### config.mk
export PLATFORM = sky130hd
export DESIGN_NAME = multichannel_moving_average_top
export DESIGN_NICKNAME = d
export VERILOG_FILES = /design/src/hw/rtl/mma_pkg.sv /design/src/hw/rtl/multichannel_moving_average_top.sv /design/src/hw/rtl/mma_ring.sv
export SDC_FILE = /design/constraint.sdc
export NUM_CORES = 1
export LEC_CHECK = 0
export BUFFER_PORTS_ARGS = -buffer_cell sky130_fd_sc_hd__buf_4
export CORE_MARGIN = 4
export CORE_UTILIZATION = 63
export CTS_CLUSTER_SIZE = 12
export DETAILED_ROUTE_END_ITERATION = 12
export PLACE_DENSITY = 0.79
export SETUP_SLACK_MARGIN = 0.15
export SLEW_MARGIN = 20
export SYNTH_ARGS = -nofsm -noshare
export SYNTH_HDL_FRONTEND = slang
export SYNTH_SLANG_ARGS = --single-unit
### constraint.sdc
create_clock -name clk -period 5.44 [get_ports clk]
set_clock_uncertainty 0.1 [all_clocks]
set_input_delay 0.544 -clock clk [delete_from_list [all_inputs] [get_ports clk]]
set_output_delay 0.544 -clock clk [all_outputs]
set_load 0.02 [all_outputs]
### src/hw/rtl/mma_pkg.sv
// Shared constants, types and helpers for the multichannel moving-average filter.
// Used by mma_ring, multichannel_moving_average_top and mma_checker.
`timescale 1ns / 1ps

package mma_pkg;

  localparam int CHANNELS    = 4;
  localparam int DEPTH       = 16;
  localparam int SAMPLE_BITS = 12;
  localparam int FILL_VALUE  = 2048;

  // Port field widths
  localparam int SAMPLE_W  = 12;
  localparam int CHANNEL_W = 2;
  localparam int AVERAGE_W = 12;

  localparam int CH_BITS      = (CHANNELS > 1) ? $clog2(CHANNELS) : 1;
  localparam int POS_BITS     = $clog2(DEPTH);
  localparam int RING_ENTRIES = CHANNELS * DEPTH;
  localparam int ADDR_BITS    = $clog2(RING_ENTRIES);
  // Wide enough for DEPTH full-scale samples
  localparam int SUM_BITS     = SAMPLE_BITS + $clog2(DEPTH);

  // Sum / DEPTH as multiply by rounded-up reciprocal; exact for any sum below 2^SUM_BITS
  localparam int DIV_SHIFT = SUM_BITS + $clog2(DEPTH);
  localparam int PROD_BITS = 2 * SUM_BITS + 1;
  localparam longint unsigned RECIP_L =
      ((64'd1 << DIV_SHIFT) + 64'(DEPTH) - 64'd1) / 64'(DEPTH);

  typedef logic [SAMPLE_BITS-1:0] sample_t;
  typedef logic [SUM_BITS-1:0]    sum_t;
  typedef logic [POS_BITS-1:0]    pos_t;
  typedef logic [CH_BITS-1:0]     ch_t;
  typedef logic [ADDR_BITS-1:0]   addr_t;
  typedef logic [SUM_BITS:0]      recip_t;

  localparam recip_t  RECIP     = recip_t'(RECIP_L);
  localparam sample_t FILL_S    = sample_t'(FILL_VALUE);
  localparam sum_t    SUM_RESET = sum_t'(longint'(FILL_S) * longint'(DEPTH));

  // Write port of the sample ring
  typedef struct packed {
    logic    en;
    addr_t   addr;
    sample_t data;
  } ring_wr_t;

endpackage

### src/hw/rtl/multichannel_moving_average_top.sv
// Multichannel boxcar moving-average filter, top level. Depends on mma_pkg, mma_ring.
// Pipeline: stage 1 (ring read in flight), then the output register.
// Throughput: one transfer per cycle while the output register is free or draining,
// set by the ring read-modify-write (read at input transfer, write back as stage 1 moves on).
// Reset (rst, synchronous): pipeline empty, positions zero, sums FILL*DEPTH,
// all ring entries read back as the fill value until written.
`timescale 1ns / 1ps

module multichannel_moving_average_top (
  input  logic                             clk,
  input  logic                             rst,
  // input channel
  input  logic                             in_valid,
  output logic                             in_ready,
  input  logic [mma_pkg::SAMPLE_W-1:0]     sample,
  input  logic [mma_pkg::CHANNEL_W-1:0]    channel,
  // output channel
  output logic                             out_valid,
  input  logic                             out_ready,
  output logic [mma_pkg::AVERAGE_W-1:0]    average,
  output logic [mma_pkg::CHANNEL_W-1:0]    channel_out
);
  import mma_pkg::*;

  // Channel number folded into 0 .. CHANNELS-1 (identity at four channels)
  function automatic ch_t reduce_channel(input logic [CHANNEL_W-1:0] c);
    logic [CHANNEL_W-1:0] v;
    v = c;
    for (int i = 0; i < 3; i++) begin
      if (int'(v) >= CHANNELS) begin
        v = CHANNEL_W'(int'(v) - CHANNELS);
      end
    end
    return ch_t'(v);
  endfunction

  // Truncated sum / DEPTH, masked to the field width
  function automatic logic [AVERAGE_W-1:0] mean_of(input sum_t s);
    logic [PROD_BITS-1:0] prod;
    prod = PROD_BITS'(s) * PROD_BITS'(RECIP);
    return AVERAGE_W'(prod >> DIV_SHIFT);
  endfunction

  // Per-channel state
  pos_t wpos [CHANNELS];
  sum_t sums [CHANNELS];

  // Stage 1: captured item, ring read in flight
  logic    s1_valid;
  sample_t s1_sample;
  ch_t     s1_ch;
  addr_t   s1_addr;

  logic     in_fire;
  logic     s1_adv;
  ch_t      in_ch;
  sample_t  in_sample;
  pos_t     in_pos;
  addr_t    in_addr;
  sample_t  old_sample;
  sum_t     sum_next;
  ring_wr_t ring_wr;

  // Stage 1 moves on whenever the output register is empty or being drained,
  // so the input stays open back to back while results are taken.
  assign s1_adv   = !out_valid || out_ready;
  assign in_ready = !s1_valid || s1_adv;
  assign in_fire  = in_valid && in_ready;

  assign in_ch     = reduce_channel(channel);
  assign in_sample = sample_t'(16'(sample));
  assign in_pos    = wpos[in_ch];
  assign in_addr   = ADDR_BITS'(int'(in_ch) * DEPTH + int'(in_pos));

  // Write position advances at the transfer; the ring entry is replaced when
  // stage 1 moves on. Back-to-back items of one channel hit different entries.
  always_ff @(posedge clk) begin
    if (rst) begin
      for (int c = 0; c < CHANNELS; c++) begin
        wpos[c] <= '0;
      end
    end else if (in_fire) begin
      wpos[in_ch] <= (int'(in_pos) == DEPTH - 1) ? '0 : POS_BITS'(int'(in_pos) + 1);
    end
  end

  always_ff @(posedge clk) begin
    if (rst) begin
      s1_valid <= 1'b0;
    end else if (in_ready) begin
      s1_valid <= in_valid;
    end
  end

  always_ff @(posedge clk) begin
    if (in_fire) begin
      s1_sample <= in_sample;
      s1_ch     <= in_ch;
      s1_addr   <= in_addr;
    end
  end

  assign ring_wr.en   = s1_valid && s1_adv;
  assign ring_wr.addr = s1_addr;
  assign ring_wr.data = s1_sample;

  mma_ring u_ring (
    .clk     (clk),
    .rst     (rst),
    .rd_en   (in_fire),
    .rd_addr (in_addr),
    .wr      (ring_wr),
    .rd_data (old_sample)
  );

  // Oldest sample out, newest in; the sum never wraps
  assign sum_next = sums[s1_ch] - sum_t'(old_sample) + sum_t'(s1_sample);

  always_ff @(posedge clk) begin
    if (rst) begin
      for (int c = 0; c < CHANNELS; c++) begin
        sums[c] <= SUM_RESET;
      end
    end else if (ring_wr.en) begin
      sums[s1_ch] <= sum_next;
    end
  end

  // Output register
  always_ff @(posedge clk) begin
    if (rst) begin
      out_valid <= 1'b0;
    end else if (s1_adv) begin
      out_valid <= s1_valid;
    end
  end

  always_ff @(posedge clk) begin
    if (ring_wr.en) begin
      average     <= mean_of(sum_next);
      channel_out <= CHANNEL_W'(s1_ch);
    end
  end

endmodule

### src/hw/rtl/mma_ring.sv
// Sample ring storage for all channels: one write and one registered read per cycle.
// Unwritten entries read as the fill value. Depends on mma_pkg.
`timescale 1ns / 1ps

module mma_ring (
  input  logic              clk,
  input  logic              rst,
  input  logic              rd_en,
  input  mma_pkg::addr_t    rd_addr,
  input  mma_pkg::ring_wr_t wr,
  output mma_pkg::sample_t  rd_data
);
  import mma_pkg::*;

  sample_t                 mem [RING_ENTRIES];
  logic [RING_ENTRIES-1:0] written;
  sample_t                 rd_word;
  logic                    rd_written;

  always_ff @(posedge clk) begin
    if (rst) begin
      written <= '0;
    end else if (wr.en) begin
      written[wr.addr] <= 1'b1;
    end
  end

  always_ff @(posedge clk) begin
    if (wr.en) begin
      mem[wr.addr] <= wr.data;
    end
  end

  always_ff @(posedge clk) begin
    if (rd_en) begin
      rd_word    <= mem[rd_addr];
      rd_written <= written[rd_addr];
    end
  end

  assign rd_data = rd_written ? rd_word : FILL_S;

endmodule

==> impl_metrics.csv, run 1 <==
group,metric,value,unit
outcome,status,"completed",
min_path,holdPathStages,1,
floorplanning,dieArea,65300,sq um
cts,cts_buffer_depth,3,
layout,final_util,71.2,%
detailed_routing,detail-route-antenna-nets,0,
pwr,leakage,0.0144,uW
layout,fin_area,43100,sq um
synth,synthDistinctLibCells,58,
sta,hold_viol_final,0,
global_routing,antenna_found_initial,3,
sta,fin_tns_setup,0,ns
min_path,whs_endpoint,"s1_sample[3]",
min_path,min-delay-start,"sample[3]",
synth,synth_edf_count,893,
sta,drv_slew,0,
setup_path,cp.required,5.73,ns
synth,synthXorXnorAreaFrac,0.295,%
cts,clk-insertion-delay-late,0.66,ns
pwr,vdd_ir_drop_max,243,uV
sta,worst_pin_slew,1.03,ns
floorplanning,die_height,256,microns
synth,synthAdderAreaFrac,1.17,%
setup_path,r2r_slack,0.99,ns
layout,drive_gt1_share,16.2,%
run,cap_violations,0,
detailed_routing,wl,92000,microns
setup_path,crit_path_end_kind,"flip-flop",
detailed_routing,route.detailed.drc,0,
min_path,hold_class,"in -> reg",
sta,fmax,225,MHz
synth,syn_inst,2364,
synth,synth-async-reset-ratio,0,%
cts,cts_buffers,95,
floorplanning,io_pins,34,
setup_path,setup.worst_path.class,"reg -> reg",
sta,relSlewSlack,31.1,%
global_routing,track_usage,28.0,%
placed_design,dp_hpwl,53500,microns
sta,period_share,81.8,%
detailed_routing,via_count,22000,
detailed_routing,wire_per_inst,27.6,microns
cts,htreeDepth,3,
sta,period_needed,4.45,ns
floorplanning,rows,90,
setup_path,worstPathArrival,4.74,ns
detailed_routing,drtIter0Drc,2964,
floorplanning,core_area,60500,sq um
cts,cts-root-buf,"clkbuf_16",
cts,cts_tree,"built",
synth,yosys-mux-area-fraction,10.3,%
placed_design,post_dp_cell_area,40000,sq um
sta,rsz0062_at_grt,"false",
layout,fin_nets,2516,
global_routing,grt_max_degree,99,
cts,post_cts_buffers,0,
synth,synth_ff_type,"edfxtp_1",
floorplanning,initial_utilization,63.9,%
layout,finalNonFillerCells,3329,
synth,ys_warn_count,0,
synth,yosysSeqAreaShare,73.0,%
layout,areaGrowthSynthToFinish,11.5,%
placed_design,dp.cells,3142,
synth,synth_nets,2411,
sta,setup_violations,0,
layout,n_antenna_cell,0,
cts,path_clk_slew,0.06,ns
setup_path,worstRegToRegCells,13,
global_routing,grt_pass1_wl,138000,microns
synth,syn_area,38600,sq um
floorplanning,die_x,256,microns
synth,ys_ff_latch,961,
pwr,power_density,379,nW/um^2
detailed_routing,drtPass1Iterations,5,
placed_design,io_buffers,33,
synth,synth_top_family_by_area,"multiplexers",
synth,yosys.area_share.simple,7.19,%
global_routing,grt_pass1_vias,21800,
detailed_routing,viasPerCell,6.62,
global_routing,grt-ovfl-total,0,
setup_path,cp_max_fo,9,
setup_path,worstSetupStartpointType,"flip-flop",
setup_path,r2r-end,"sums[3][15]",
synth,syn_area_per_cell,16.3,sq um
cts,cts_sinks,961,
placed_design,gp_congestion,0.875,
synth,synth_compound_area_share,5.56,%
synthesized netlist by cell type (all sizes together), types with 2 or more instances:
| cell | instances | area [sq um] |
|---|---|---|
| xnor2 | 7 | 61.3 |
| or3 | 5 | 31.3 |
| a211oi | 96 | 781 |
| o21bai | 4 | 30.0 |
| nand3 | 13 | 65.1 |
| o21ai | 6 | 30.0 |
| nor3b | 2 | 15.0 |
| o22ai | 14 | 87.6 |
| edfxtp | 893 | 26800 |
| nor2 | 279 | 1050 |
| mux2 | 7 | 78.8 |
| a221oi | 13 | 114 |
| nand2b | 11 | 68.8 |
| ha | 17 | 213 |
| a31o | 3 | 26.3 |
| a311oi | 41 | 359 |
| and3 | 15 | 93.8 |
| a221o | 14 | 140 |
| nand2 | 203 | 762 |
| clkbuf | 59 | 223 |
| nor2b | 62 | 388 |
| a21oi | 34 | 170 |
| nor3 | 8 | 40.0 |
| a211o | 11 | 96.3 |
| a31oi | 14 | 87.6 |
| a2111oi | 2 | 17.5 |
| buf | 69 | 459 |
| and4 | 13 | 114 |
| fa | 12 | 240 |
| and2 | 14 | 87.6 |
| dfxtp | 68 | 1360 |
| a21o | 9 | 67.6 |
| mux2i | 119 | 1200 |
| a22oi | 13 | 97.6 |
| nor4 | 2 | 12.5 |
| mux4 | 120 | 2700 |
| clkinv | 2 | 7.51 |
| xor2 | 6 | 52.6 |
| o31ai | 2 | 15.0 |
| inv | 73 | 274 |
state kept, by name (all words and copies together) (netlist names), named ones only:
name	count
u_ring.rd_written	1
s1_addr	4
u_ring.rd_word	12
out_valid	1
s1_ch	2
s1_valid	1
s1_sample	12
average	12
channel_out	2
sums	64
u_ring.mem	768
wpos	16
u_ring.written	64
cells in the final DEF, fill, tap and decap left out, drive strengths merged, types with 62 or more instances in the layout:
| cell type | count |
|---|---|
| a211oi | 96 |
| mux4 | 120 |
| nor2b | 62 |
| nand2 | 203 |
| buf | 124 |
| clkbuf | 164 |
| edfxtp | 893 |
| dfxtp | 68 |
| mux2i | 119 |
| nor2 | 279 |
| inv | 78 |
worst max-delay path, stage by stage (launching register included):
cell      delay (ns)
dfxtp_1         0.73
buf_4           0.34
mux4_2          0.51
inv_1           0.09
fa_1            0.47
inv_1           0.08
ha_1            0.22
a21o_1          0.18
a21oi_1         0.28
nor4_1          0.10
nor2_1          0.27
a211oi_1        0.16
or3_1           0.44
a21o_1          0.21
worst max-delay path by stage:
stage                    from     endpoint  cells past startpoint
floorplan           flip-flop  sums[0][15]                     14
detailed placement  flip-flop  sums[3][15]                     13
finish              flip-flop  sums[3][15]                     13
CTS                 flip-flop  sums[0][15]                     13
global placement    flip-flop  sums[2][15]                     13
global route        flip-flop  sums[0][13]                     13
logic make-up after synthesis:
family                   Yosys count
XOR/XNOR                          13
AO/OA/AOI/OAI                    279
flip-flops                       961
AND/OR/NAND/NOR                  633
adder cells (fa/ha/maj)           29
buffers and inverters            203
multiplexers                     246
area by class of cell:
class | count | area (sq um)
clock buffers | 164 | 2780
clock inverters | 11 | 166
fillers | 3590 | 17400
inverters | 75 | 297
multi-input cells | 1200 | 9540
flip-flops and latches | 961 | 28200
well taps | 782 | 978
repair buffers | 136 | 1130
stage by stage:
step | setup slack (ns) | power, uW | hold WS, ns
finish | 0.988 | 16300 | 0.0383
global route | 0.634 | 16800 | 0.0259
CTS | 0.995 | 16400 | 0.0102
detailed placement | 1.04 | 10200 | 0.354
global placement | 1.10 | 10100 | 0.342
floorplan | 1.00 | 9670 | 0.324
repair_timing:
item,CTS,global route
hold endpoints to repair,12,0
gates resized for setup,0,0
setup endpoints to repair,0,0
hold buffers,12,0
power by group:
part	leakage (uW)	internal, uW	switching (uW)	total, uW
combinational	0.00425	636	1180	1820
sequential	0.00870	8220	46.5	8270
clock	0.00142	3560	2660	6230
per-layer routing:
layer / up-vias / routed length (microns) / global-route usage (%)
met1: 11100 / 33800 / 38.4
met3: 224 / 9380 / 5.41
met5: - / 28 / 0
met4: 4 / 3760 / 10.5
li1: 9307 / - / -
met2: 1348 / 45000 / 45.7
Power figures use the tool's default switching activity.
==> run 2, diff against run 1 <==
ABC_AREA = 1   (was unset)
clock period = 4.56 ns   (was 5.44 ns; I/O delays follow)
==> run 2 against run 1 <==
Against the previous run: sequential power increased by 19%; synthesized cell count increased by 62%; clock-buffer cell count decreased by 16; setup slack got worse by 0.55 ns; combinational power increased by 43%; critical endpoint is now average[10]; global-route usage increased by 1.8 points; largest power group unchanged; largest cell class unchanged.
==> impl_metrics.csv, run 2 <==
group,metric,value,unit
floorplanning,io_pins,34,
pwr,vdd_ir_drop_max,390,uV
sta,rsz0062_at_grt,"false",
cts,post_cts_buffers,0,
synth,synth.top_cells.by_count,"nand2_1 (1221), edfxtp_1 (893), nand3_1 (553)",
setup_path,crit_path_end_kind,"flip-flop",
synth,syn_area_per_cell,10.7,sq um
global_routing,grt_max_degree,135,
detailed_routing,viasPerCell,6.00,
detailed_routing,detail-route-antenna-nets,0,
pwr,leakage,0.0173,uW
layout,final_util,69.9,%
synth,ys_warn_count,0,
run,cap_violations,0,
sta,fin_tns_setup,0,ns
floorplanning,core_area,64300,sq um
synth,synth_ff_type,"edfxtp_1",
detailed_routing,route.detailed.drc,0,
sta,period_needed,4.12,ns
synth,synth_nets,3882,
cts,cts_tree,"built",
cts,cts_buffers,96,
global_routing,antenna_found_initial,0,
cts,path_clk_slew,0.06,ns
floorplanning,dieArea,69000,sq um
setup_path,crit_top_cell,"inv_1",
cts,htreeDepth,3,
detailed_routing,drtPass1Iterations,7,
placed_design,io_buffers,33,
min_path,hold_class,"in -> reg",
placed_design,dp_hpwl,56800,microns
sta,period_share,90.3,%
layout,areaGrowthSynthToFinish,10.1,%
cts,clk-insertion-delay-late,0.65,ns
synth,synth_edf_count,893,
synth,ys_ff_latch,961,
setup_path,cp.required,4.83,ns
layout,drive_gt1_share,7.01,%
floorplanning,rows,93,
synth,yosysMostFrequentCell,"nand2_1",
layout,fill_cells,4323,
setup_path,setup.worst_path.class,"reg -> reg",
setup_path,worstPathArrival,4.38,ns
layout,reg.largest.list,"u_ring.mem x768, sums x64, u_ring.written x64",
global_routing,grt_pass1_vias,27700,
sta,fmax,243,MHz
setup_path,crit_path_max_incr_delay,0.53,ns
sta,hold_viol_final,0,
detailed_routing,via_count,28800,
pwr,power_density,438,nW/um^2
global_routing,grt_pass1_wl,159000,microns
detailed_routing,drtIter0Drc,4203,
setup_path,cpMaxStageDelayCell,"a21boi_0",
cts,cts_sinks,961,
detailed_routing,wire_per_inst,21.8,microns
detailed_routing,wl,104000,microns
layout,layout_common_cells,"nand2_1 (1220), edfxtp_1 (893), nand3_1 (553)",
placed_design,gp_congestion,0.916,
synth,synthTopCellsByArea,"edfxtp_1 (66%), nand2_1 (11%), nand3_1 (6.8%)",
setup_path,path_cells,"inv_1, buf_4, a21oi_1, a32o_1, fa_1, inv_1, ha_1, a21oi_1, a21boi_0, o21ai_0, xnor2_1, inv_1",
synth,synth-async-reset-ratio,0,%
sta,relSlewSlack,29.3,%
setup_path,cp_max_fo,17,
global_routing,track_usage,29.8,%
global_routing,grt-ovfl-total,0,
synth,synthDistinctLibCells,39,
layout,largest_register,"u_ring.mem",
floorplanning,initial_utilization,63.5,%
layout,largest_reg_flops,768,
outcome,status,"completed",
setup_path,worstSetupStartpointType,"flip-flop",
synth,syn_inst,3835,
sta,worst_pin_slew,1.06,ns
layout,n_antenna_cell,0,
cts,cts-root-buf,"clkbuf_16",
synth,synth_area_leader_cell,"edfxtp_1",
cts,cts_buffer_depth,3,
layout,fin_nets,3914,
synth,yosysSeqAreaShare,68.9,%
floorplanning,die_x,263,microns
sta,setup_violations,0,
sta,drv_slew,0,
synth,syn_area,40900,sq um
synth,synth_top_area_share,65.6,%
layout,final_common_cell,"nand2_1",
floorplanning,die_height,263,microns
==> run 2: changes by cell type in the layout (fill, tap and decap cells not counted), sizes merged, moves of 33 or more <==
cell / before / now
nand3: 13 / 555
a311oi: 41 / 0
mux2i: 119 / 0
a21oi: 34 / 67
o21ai: 6 / 68
a211oi: 96 / 1
nor2: 279 / 473
mux4: 120 / 0
nand2: 203 / 1226
inv: 78 / 186
nor2b: 62 / 0
==> run 2: timing repair <==
action                                  in CTS  in global routing
hold endpoints to repair                    13                  0
gates resized for setup                      0                  0
hold buffers                                13                  0
endpoints found under the setup margin       0                  0
==> run 2: logic make-up (layout without fill, tap and decap cells) <==
kind of cell | Yosys count | count (layout) | synth area share (%)
AOI/OAI and AO/OA | 161 | 161 | 2.21
xor gates and xnor gates | 12 | 12 | 0.257
adders and majority gates | 29 | 29 | 1.11
buffers and inverters | 396 | 496 | 4.63
DFF | 961 | 961 | 68.9
and+or+nand+nor | 2276 | 2276 | 22.8
==> run 2: worst paths after layout <==
path | start | to | slack (ns) | cells after the start
setup / recovery | flip-flop | average[10] | 0.44 | 12
hold / removal | rst | sums[3][15] | 0.06 | 3
hold reg to reg | u_ring.written[47] | u_ring.written[47] | 0.36 | 2
setup reg to reg | flip-flop | average[10] | 0.44 | 12
==> run 2: per-stage QoR <==
| stage | area [sq um] | hold slack (ns) | total power [uW] | cells | worst slack (ns) |
|---|---|---|---|---|---|
| after floorplan | 40900 | 0.331 | 11700 | 3835 | 0.889 |
| after global placement | 42000 | 0.342 | 12500 | 4611 | 0.845 |
| after detailed placement | 42000 | 0.356 | 12500 | 4611 | 0.744 |
| after CTS | 45000 | 0.0373 | 19700 | 4790 | 0.588 |
| after global routing | 45000 | 0.0557 | 20400 | 4790 | 0.358 |
| final | 45000 | 0.0601 | 19700 | 4790 | 0.443 |
==> run 2: power breakdown <==
| part | internal [uW] | switching, uW |
|---|---|---|
| clock | 4090 | 3150 |
| sequential | 9800 | 54.1 |
| combinational | 696 | 1910 |
| total | 14600 | 5110 |
==> run 2: final cells by class <==
cell class                      instances  area (sq um)  area share, %
Sequential cell                       961         28200           62.6
Clock buffer                          148          2730           6.07
Tap cell                              855          1070           2.38
Inverter                              187           709           1.58
Multi-Input combinational cell       2478         10900           24.2
Timing Repair Buffer                  143          1320           2.93
Clock inverter                         18          97.6          0.217
==> run 2: worst max-delay path, delay by kind of cell, from the launching register on <==
kind,cells,cell delay (ns)
buf+inv,4,0.90
xor+xnor,1,0.44
compound gates,5,1.26
flops,1,0.30
fa+ha+maj,2,0.84
==> run 2: metal layers <==
metal / up-vias / wire length [microns] / global-route usage, %
li1: 13000 / - / -
met1: 13700 / 39300 / 41.3
met3: 311 / 11500 / 6.03
met4: 0 / 5040 / 13.3
met2: 1793 / 48500 / 46.4
met5: - / 0 / 0
